**config.mk**
```make
export PLATFORM = sky130hd
export DESIGN_NAME = epoch_to_civil_datetime_core
export DESIGN_NICKNAME = d
export VERILOG_FILES = /design/src/rtl/ecdt_pkg.sv /design/src/rtl/epoch_to_civil_datetime_core.sv
export SDC_FILE = /design/constraint.sdc
export NUM_CORES = 2
export LEC_CHECK = 0
export BUFFER_PORTS_ARGS = -buffer_cell sky130_fd_sc_hd__buf_2
export CAP_MARGIN = 20
export CORE_MARGIN = 5
export CORE_UTILIZATION = 45
export DETAILED_ROUTE_END_ITERATION = 10
export GPL_TIMING_DRIVEN = 0
export PLACE_DENSITY = 0.65
export SLEW_MARGIN = 20
export SYNTH_ARGS = -nofsm -noshare
export SYNTH_HDL_FRONTEND = slang
export SYNTH_MEMORY_MAX_BITS = 65536
export SYNTH_SLANG_ARGS = --single-unit
```
**constraint.sdc**
```tcl
create_clock -name clock -period 10.3 [get_ports clock]
set_input_delay 0.515 -clock clock [delete_from_list [all_inputs] [get_ports clock]]
set_output_delay 0.515 -clock clock [all_outputs]
set_load 0.005 [all_outputs]
```
**src/rtl/ecdt_pkg.sv**
```systemverilog
package ecdt_pkg;

   // port widths
   localparam int ReqDataW = 40;
   localparam int RspDataW = 48;

   // pipeline depth
   localparam int Stages = 14;

   // seconds of a day and the bias that makes every count non-negative
   localparam logic [16:0] SecsPerDay  = 17'd86400;
   localparam int          DayBias     = 6362915;
   localparam logic [40:0] DayBiasSecs = 41'(64'(DayBias) * 64'd86400);

   // floor reciprocal of a day, applied to the count with its low 17 bits dropped
   localparam logic [24:0] DayRecip = 25'((64'd1 << 41) / 64'd86400);

   // day count origin moved to march 1st of year 0, plus whole eras to stay non-negative
   localparam int          EpochShift = 719468;
   localparam int          EraBias    = 39;
   localparam logic [17:0] DaysPerEra = 18'd146097;
   localparam logic [23:0] ZBias      = 24'(EpochShift + EraBias * 146097 - DayBias);
   localparam logic [6:0]  EraRecip   = 7'((64'd1 << 24) / 64'd146097);

   // time of day
   localparam logic [11:0] SecsPerHour = 12'd3600;
   localparam logic [15:0] HourRecip   = 16'(((64'd1 << 27) + 64'd3599) / 64'd3600);
   localparam logic [5:0]  SecsPerMin  = 6'd60;
   localparam logic [12:0] MinRecip    = 13'(((64'd1 << 18) + 64'd59) / 64'd60);

   // year of era
   localparam logic [10:0] DaysPer4Y   = 11'd1460;
   localparam logic [7:0]  Recip4Y     = 8'((64'd1 << 18) / 64'd1460);
   localparam logic [15:0] DaysPerCent = 16'd36524;
   localparam logic [17:0] DaysEraLast = 18'd146096;
   localparam logic [8:0]  DaysPerYear = 9'd365;
   localparam logic [9:0]  YearRecip   = 10'((64'd1 << 18) / 64'd365);
   localparam logic [8:0]  YearsCent   = 9'd100;
   localparam logic [15:0] EraYears    = 16'd400;
   localparam logic [15:0] YearBias    = 16'(EraBias * 400);

   // march-based month numbers
   localparam logic [3:0] MonthsMar = 4'd10;
   localparam logic [3:0] MarchNum  = 4'd3;
   localparam logic [3:0] JanShift  = 4'd9;
   localparam logic [3:0] FebNum    = 4'd2;

   // payload carried down the pipeline
   typedef struct packed {
      logic [40:0] u;
      logic [23:0] qe;
      logic [19:0] m20;
      logic [16:0] sod;
      logic [23:0] z;
      logic [6:0]  era;
      logic [19:0] ep;
      logic [17:0] doe;
      logic [11:0] rs;
      logic [6:0]  c1460;
      logic [2:0]  c36524;
      logic        cfull;
      logic [17:0] n;
      logic [8:0]  yoe;
      logic [8:0]  doy;
      logic [3:0]  mp;
      logic [15:0] ybase;
      logic [15:0] year;
      logic [3:0]  month;
      logic [4:0]  day;
      logic [4:0]  hour;
      logic [5:0]  minute;
      logic [5:0]  second;
   } pipe_type;

   // first day of each month in a march-based year
   function automatic logic [8:0] month_start(input logic [3:0] mp);
      logic [8:0] start;
      unique case (mp)
         4'd0:    start = 9'd0;
         4'd1:    start = 9'd31;
         4'd2:    start = 9'd61;
         4'd3:    start = 9'd92;
         4'd4:    start = 9'd122;
         4'd5:    start = 9'd153;
         4'd6:    start = 9'd184;
         4'd7:    start = 9'd214;
         4'd8:    start = 9'd245;
         4'd9:    start = 9'd275;
         4'd10:   start = 9'd306;
         4'd11:   start = 9'd337;
         default: start = 9'd0;
      endcase
      return start;
   endfunction

endpackage

```
**src/rtl/epoch_to_civil_datetime_core.sv**
```systemverilog
// each input transfer is registered through every pipeline stage before its result shows on rsp_tdata
// throughput: one conversion per cycle; a stage takes a new item while the output
// drains or while it or any stage after it is empty
// each stage keeps to a short multiply, compare or add chain on any path
// reset clears the stage valid bits only; data registers are not reset
module epoch_to_civil_datetime_core (
   input  logic                           clock,
   input  logic                           reset,
   input  logic                           req_tvalid,
   output logic                           req_tready,
   input  logic [ecdt_pkg::ReqDataW-1:0]  req_tdata,   // [39:0] epoch_seconds
   output logic                           rsp_tvalid,
   input  logic                           rsp_tready,
   // [15:0] year, [19:16] month, [24:20] day, [29:25] hour,
   // [35:30] minute, [41:36] second, [47:42] zero
   output logic [ecdt_pkg::RspDataW-1:0]  rsp_tdata
);

   localparam int Last = ecdt_pkg::Stages - 1;

   localparam logic [19:0] Day1 = 20'(ecdt_pkg::SecsPerDay);
   localparam logic [19:0] Day2 = 20'(2 * 86400);
   localparam logic [19:0] Day3 = 20'(3 * 86400);

   logic [ecdt_pkg::Stages-1:0] valid_ff;
   logic [ecdt_pkg::Stages-1:0] valid_in;
   logic [ecdt_pkg::Stages-1:0] stage_ready;
   ecdt_pkg::pipe_type          stage_ff [ecdt_pkg::Stages];
   ecdt_pkg::pipe_type          stage_in [ecdt_pkg::Stages];

   // a stage can load when the output drains or any stage from it down is empty
   for (genvar i = 0; i < ecdt_pkg::Stages; i++) begin : g_ready
      assign stage_ready[i] = rsp_tready || !(&valid_ff[Last:i]);
   end

   assign req_tready = stage_ready[0];

   // valid bits move with the data
   always_comb begin
      valid_in[0] = stage_ready[0] ? req_tvalid : valid_ff[0];
      for (int i = 1; i < ecdt_pkg::Stages; i++) begin
         valid_in[i] = stage_ready[i] ? valid_ff[i-1] : valid_ff[i];
      end
   end

   always_ff @(posedge clock) begin
      if (reset) begin
         valid_ff <= '0;
      end else begin
         valid_ff <= valid_in;
      end
   end

   always_ff @(posedge clock) begin
      for (int i = 0; i < ecdt_pkg::Stages; i++) begin
         if (stage_ready[i]) begin
            stage_ff[i] <= stage_in[i];
         end
      end
   end

   // stage logic
   always_comb begin
      logic [48:0] day_prod;
      logic [40:0] day_back;
      logic [19:0] rem20;
      logic [23:0] zsum;
      logic [30:0] era_prod;
      logic [32:0] hour_prod;
      logic [24:0] era_back;
      logic [16:0] hour_back;
      logic [19:0] doe_est;
      logic [24:0] min_prod;
      logic [25:0] q4y_prod;
      logic [11:0] min_back;
      logic [17:0] back4y;
      logic [11:0] rem4y;
      logic [6:0]  c4y;
      logic [27:0] year_prod;
      logic [17:0] back365;
      logic [9:0]  rem365;
      logic [1:0]  cent;
      logic [17:0] ystart;
      logic [11:1] ge_month;
      logic [8:0]  mstart;
      logic [3:0]  mon;

      // bias the count so floored division becomes plain division
      stage_in[0]   = '0;
      stage_in[0].u = {req_tdata[39], req_tdata} + ecdt_pkg::DayBiasSecs;

      // day estimate from the upper bits, never above the true day
      stage_in[1]    = stage_ff[0];
      day_prod       = 49'(stage_ff[0].u[40:17]) * 49'(ecdt_pkg::DayRecip);
      stage_in[1].qe = day_prod[47:24];

      // seconds covered by the estimate, low bits are enough
      stage_in[2]     = stage_ff[1];
      day_back        = 41'(stage_ff[1].qe) * 41'(ecdt_pkg::SecsPerDay);
      stage_in[2].m20 = day_back[19:0];

      // estimate is short by at most three days
      stage_in[3] = stage_ff[2];
      rem20       = stage_ff[2].u[19:0] - stage_ff[2].m20;
      priority if (rem20 >= Day3) begin
         stage_in[3].qe  = stage_ff[2].qe + 24'd3;
         stage_in[3].sod = 17'(rem20 - Day3);
      end else if (rem20 >= Day2) begin
         stage_in[3].qe  = stage_ff[2].qe + 24'd2;
         stage_in[3].sod = 17'(rem20 - Day2);
      end else if (rem20 >= Day1) begin
         stage_in[3].qe  = stage_ff[2].qe + 24'd1;
         stage_in[3].sod = 17'(rem20 - Day1);
      end else begin
         stage_in[3].sod = 17'(rem20);
      end

      // shifted day count, era estimate and hour
      stage_in[4]      = stage_ff[3];
      zsum             = stage_ff[3].qe + ecdt_pkg::ZBias;
      era_prod         = 31'(zsum) * 31'(ecdt_pkg::EraRecip);
      hour_prod        = 33'(stage_ff[3].sod) * 33'(ecdt_pkg::HourRecip);
      stage_in[4].z    = zsum;
      stage_in[4].era  = era_prod[30:24];
      stage_in[4].hour = hour_prod[31:27];

      // days covered by the era estimate, seconds left in the hour
      stage_in[5]    = stage_ff[4];
      era_back       = 25'(stage_ff[4].era) * 25'(ecdt_pkg::DaysPerEra);
      hour_back      = 17'(stage_ff[4].hour) * 17'(ecdt_pkg::SecsPerHour);
      stage_in[5].ep = era_back[19:0];
      stage_in[5].rs = 12'(stage_ff[4].sod - hour_back);

      // era estimate is short by at most one; minute
      stage_in[6] = stage_ff[5];
      doe_est     = stage_ff[5].z[19:0] - stage_ff[5].ep;
      if (doe_est >= 20'(ecdt_pkg::DaysPerEra)) begin
         stage_in[6].doe = 18'(doe_est - 20'(ecdt_pkg::DaysPerEra));
         stage_in[6].era = stage_ff[5].era + 7'd1;
      end else begin
         stage_in[6].doe = 18'(doe_est);
      end
      min_prod           = 25'(stage_ff[5].rs) * 25'(ecdt_pkg::MinRecip);
      stage_in[6].minute = min_prod[23:18];

      // leap corrections of the day of era, second
      stage_in[7]        = stage_ff[6];
      q4y_prod           = 26'(stage_ff[6].doe) * 26'(ecdt_pkg::Recip4Y);
      stage_in[7].c1460  = q4y_prod[24:18];
      stage_in[7].c36524 = 3'(stage_ff[6].doe >= 18'(ecdt_pkg::DaysPerCent))
                         + 3'(stage_ff[6].doe >= 18'(2 * 36524))
                         + 3'(stage_ff[6].doe >= 18'(3 * 36524))
                         + 3'(stage_ff[6].doe >= ecdt_pkg::DaysEraLast);
      stage_in[7].cfull  = (stage_ff[6].doe == ecdt_pkg::DaysEraLast);
      min_back           = 12'(stage_ff[6].minute) * 12'(ecdt_pkg::SecsPerMin);
      stage_in[7].second = 6'(stage_ff[6].rs - min_back);

      // finish the four-year count and fold the corrections in
      stage_in[8] = stage_ff[7];
      back4y      = 18'(stage_ff[7].c1460) * 18'(ecdt_pkg::DaysPer4Y);
      rem4y       = 12'(stage_ff[7].doe - back4y);
      c4y         = stage_ff[7].c1460 + 7'(rem4y >= 12'(ecdt_pkg::DaysPer4Y));
      stage_in[8].c1460 = c4y;
      stage_in[8].n     = stage_ff[7].doe - 18'(c4y) + 18'(stage_ff[7].c36524)
                        - 18'(stage_ff[7].cfull);

      // year of era estimate
      stage_in[9]     = stage_ff[8];
      year_prod       = 28'(stage_ff[8].n) * 28'(ecdt_pkg::YearRecip);
      stage_in[9].yoe = year_prod[26:18];

      // year estimate is short by at most one
      stage_in[10]     = stage_ff[9];
      back365          = 18'(stage_ff[9].yoe) * 18'(ecdt_pkg::DaysPerYear);
      rem365           = 10'(stage_ff[9].n - back365);
      stage_in[10].yoe = stage_ff[9].yoe + 9'(rem365 >= 10'(ecdt_pkg::DaysPerYear));

      // day of the march-based year
      stage_in[11] = stage_ff[10];
      cent = 2'(stage_ff[10].yoe >= ecdt_pkg::YearsCent)
           + 2'(stage_ff[10].yoe >= 9'(2 * 100))
           + 2'(stage_ff[10].yoe >= 9'(3 * 100));
      ystart = 18'(stage_ff[10].yoe) * 18'(ecdt_pkg::DaysPerYear)
             + 18'(stage_ff[10].yoe[8:2]) - 18'(cent);
      stage_in[11].doy = 9'(stage_ff[10].doe - ystart);

      // month number from the month start table, year before the jan/feb carry
      stage_in[12] = stage_ff[11];
      for (int i = 1; i < 12; i++) begin
         ge_month[i] = (stage_ff[11].doy >= ecdt_pkg::month_start(4'(i)));
      end
      stage_in[12].mp    = 4'($countones(ge_month));
      stage_in[12].ybase = 16'(stage_ff[11].yoe)
                         + 16'(stage_ff[11].era) * ecdt_pkg::EraYears;

      // final fields
      stage_in[13] = stage_ff[12];
      mstart       = ecdt_pkg::month_start(stage_ff[12].mp);
      if (stage_ff[12].mp < ecdt_pkg::MonthsMar) begin
         mon = stage_ff[12].mp + ecdt_pkg::MarchNum;
      end else begin
         mon = stage_ff[12].mp - ecdt_pkg::JanShift;
      end
      stage_in[13].month = mon;
      stage_in[13].day   = 5'(stage_ff[12].doy - mstart + 9'd1);
      stage_in[13].year  = stage_ff[12].ybase - ecdt_pkg::YearBias
                         + 16'(mon <= ecdt_pkg::FebNum);
   end

   // result channel
   assign rsp_tvalid = valid_ff[Last];
   assign rsp_tdata  = {6'd0,
                        stage_ff[Last].second,
                        stage_ff[Last].minute,
                        stage_ff[Last].hour,
                        stage_ff[Last].day,
                        stage_ff[Last].month,
                        stage_ff[Last].year};

`ifndef SYNTHESIS
   // corrected seconds of day stay inside one day
   assert property (@(posedge clock) disable iff (reset)
      valid_ff[3] |-> (stage_ff[3].sod < ecdt_pkg::SecsPerDay))
      else $error("seconds of day out of range after correction");

   // corrected day of era stays inside one era
   assert property (@(posedge clock) disable iff (reset)
      valid_ff[6] |-> (stage_ff[6].doe < ecdt_pkg::DaysPerEra))
      else $error("day of era out of range after correction");

   // year of era fits an era and day of year fits a march-based year
   assert property (@(posedge clock) disable iff (reset)
      valid_ff[11] |-> (stage_ff[11].yoe < 9'd400 && stage_ff[11].doy < 9'd366))
      else $error("year of era or day of year out of range");

   // month of a result is in range and its day is at least one
   assert property (@(posedge clock) disable iff (reset)
      rsp_tvalid |-> (stage_ff[Last].month >= 4'd1 && stage_ff[Last].month <= 4'd12
                      && stage_ff[Last].day >= 5'd1))
      else $error("month or day out of range");

   // time fields of a result are in range
   assert property (@(posedge clock) disable iff (reset)
      rsp_tvalid |-> (stage_ff[Last].hour <= 5'd23 && stage_ff[Last].minute <= 6'd59
                      && stage_ff[Last].second <= 6'd59))
      else $error("time of day out of range");
`endif

endmodule

```
==> results.md <==
- Status: completed
- Reg2reg path depth: 30
- IO Pins: 94
- Final nets: 6,464
- Via-to-Cell Ratio: 4.98
- WL met1: 44,600 um
- Placed Cells: 6,485
- Setup CP Type: reg -> reg
- Die ar.: 0.132 mm2
- RSZ-0062 raised after global routing: no
- Layout Area Growth over Synthesis: 9.66%
- Met2 wire len: 49,400 um
- Initial Util: 45.3%
- Syn Area/Cell: approximately 12 um2
- Wire length on met3: 2980 um
- DIE HEIGHT: 363 um
- CTS sink cnt: 666
- Final worst setup slack: 2.19 ns
- H-tree Lvls: 3
- # hold bufs at CTS: 0
- Final hold violations: 0
- Register-to-register setup slack: about 2.2 ns
- Antenna violations before repair: 0
- Synth warn: 0
- Post-layout min period: 8.11 ns
- Pins over their slew limit: 0
- Yosys cell types: 86
- Worst EP arrival: 8.42 ns
- Max-cap violation count: 0
- Worst slew margin: 43.0%
- Final setup violation count: 0
- Post-route insts no fill: 6,624
- Post-route ant nets: 0
- Root Buffer: clkbuf_16
- Synthesized instance count: 4,743
- DRC Markers: 0
- WP data required: about 11 ns
- Setup TNS: 0 ns
- Setup repair bufs after CTS: 0
- HP Class: in -> reg
- RR Endpoint: stage_ff[1][96]
- Drt total wl: 100,000 um
- Tcrit/Tclk final: 78.7%
- Top Layer Used: met4
- Cell area after synthesis: roughly 0.056 mm2
- Worst Skew: 0.0533 ns
- Yosys reg bits: 666
- Routed len/inst: 15.1 um
- Number of flops mapped to enable cells by yosys: approximately 650
- First-pass GRT wire length: 171,000 um
- Initial drt markers: 1,224
- Port Buf Inserts: 87
- Worst-path clk slew: 0.06 ns
- CTS tree: built
- Commonest non-fill, non-tap cells in the layout: 1,045 x ha_1, 931 x inv_1, 652 x edfxtp_1
- Clock latency on the worst-skew pair: 0.65 ns
- Max stage delay on crit path: 0.52 ns
- Detailed-router iteration count before antenna repair: 5
- Row Count: 129
- CTS resizes: 0
- Routability cong.: 0.850
- Worst-Margin Slew: 0.852 ns
- Crit. Startpoint: stage_ff[0][2147]
- Most used cell, CP: ha_1
- Antenna cells: 0
- Grt ovf: 0
- Total track usage: between 10% and 20%
- Most common cell after layout, fill and taps aside: ha_1
- Via Count: 33,000
- Fraction of layout cells with a size suffix above 1: between 6 and 7%
- Worst r2r src: stage_ff[0][2147]
- Bufs on Longest Clock Path: 3
- CP Max Fanout: 5
- Final hold slack: 0.0611 ns
- Slowest stage cell, crit path: fa_1
- Prevailing post-synth register cell: edfxtp_1
- Detailed Place HPWL: 81,000 um
- Sequential element share of the synthesized area: 35.4%
- Setup crit end: stage_ff[1][96]
- Largest net degree at the start of global routing: 56
- Async SR Flop Fraction: 0%
- Crit end category: flop
- Max Clock Freq: about 120 MHz
- CP Launch Type: flop
- Vias in the first global route: 34,600
- Die Wd: 363 um
- Pre-CTS setup slack: about 2.3 ns
- Core region area: 0.124 mm2
- CTS Buf Count: 75
[worst min path at each step]
stage                     depth (start not counted)                end         startpoint  slack (ns)
after floorplan                                   0  stage_ff[0][1632]  stage_ff[0][1340]        0.40
after global placement                            0   stage_ff[0][828]   stage_ff[0][536]        0.40
after detailed placement                          0  stage_ff[0][1632]  stage_ff[0][1340]        0.40
after CTS                                         1   stage_ff[0][255]       req_tdata[4]        0.01
after global routing                              1   stage_ff[0][255]       req_tdata[4]        0.02
final                                             1   stage_ff[0][255]       req_tdata[4]        0.06
[critical path, delay by kind of cell, from the launching register on]
family,cells,cell delay [ns]
AOI/OAI and AO/OA,12,2.45
xor gates and xnor gates,1,0.15
adders and majority gates,11,4.16
buffers and inverters,4,0.22
DFF,1,0.51
and+or+nand+nor,2,0.29
[registers in the layout (all words and copies together) (netlist names)]
name,count
stage_ff,652
valid_ff,14
[cells by family after synthesis]
| logic type | after synthesis | share of synthesized area (%) |
|---|---|---|
| fa+ha+maj | 1495 | 39.4 |
| buf+inv | 1019 | 7.16 |
| flops | 666 | 35.4 |
| simple gates | 614 | 5.44 |
| compound gates | 591 | 7.01 |
| xor+xnor | 349 | 5.46 |
| mux | 8 | 0.156 |
| other cells | 1 | 0.00668 |
[Yosys cell counts (14+ instances only)]
library cell	instances	area share, %
buf_4	48	0.64
xor2_1	97	1.5
dfxtp_1	14	0.50
nor3_1	50	0.45
a21boi_0	14	0.19
o21a_1	28	0.37
a31oi_1	21	0.23
o21ai_0	106	0.95
nand2_1	124	0.83
a211oi_1	29	0.39
nand3_1	70	0.62
clkbuf_1	28	0.19
nor2b_1	32	0.36
nor2_1	153	1.0
o21bai_1	27	0.36
a21oi_1	168	1.5
ha_1	1045	23
edfxtp_1	652	35
a21o_1	69	0.92
inv_1	937	6.3
and3_1	43	0.48
nand4_1	37	0.41
fa_1	450	16
xnor2_1	251	3.9
nand2b_1	28	0.31
[final cells by class]
type / instances / area, um2
Clock buffer: 85 / 1970
Sequential cell: 666 / 19900
Tap cell: 1637 / 2050
Timing Repair Buffer: 100 / 692
Clock inverter: 54 / 638
Multi-Input combinational cell: 3063 / 32300
Inverter: 937 / 3520
Fill cell: 11000 / 62300
Buffer: 82 / 500
[through the flow]
| stage | cell area [um2] | utilization, % |
|---|---|---|
| 2_1_floorplan | 56100 | - |
| 3_3_place_gp | 58600 | 47.3 |
| 3_5_place_dp | 58900 | 47.6 |
| 4_1_cts | 61500 | 49.7 |
| 5_1_grt | 61500 | 49.7 |
| 6_report | 61500 | 49.7 |
[per-layer routing]
layer | vias to the layer above | global-route usage [%]
met5 | - | 0
met2 | 457 | 28.0
met4 | 0 | 4.87
li1 | 16500 | -
met1 | 15900 | 19.8
met3 | 166 | 1.99
Power is left out: the tool's default activity adds up to more than one toggle a clock period on the data nets, which glitch-free logic cannot reach.
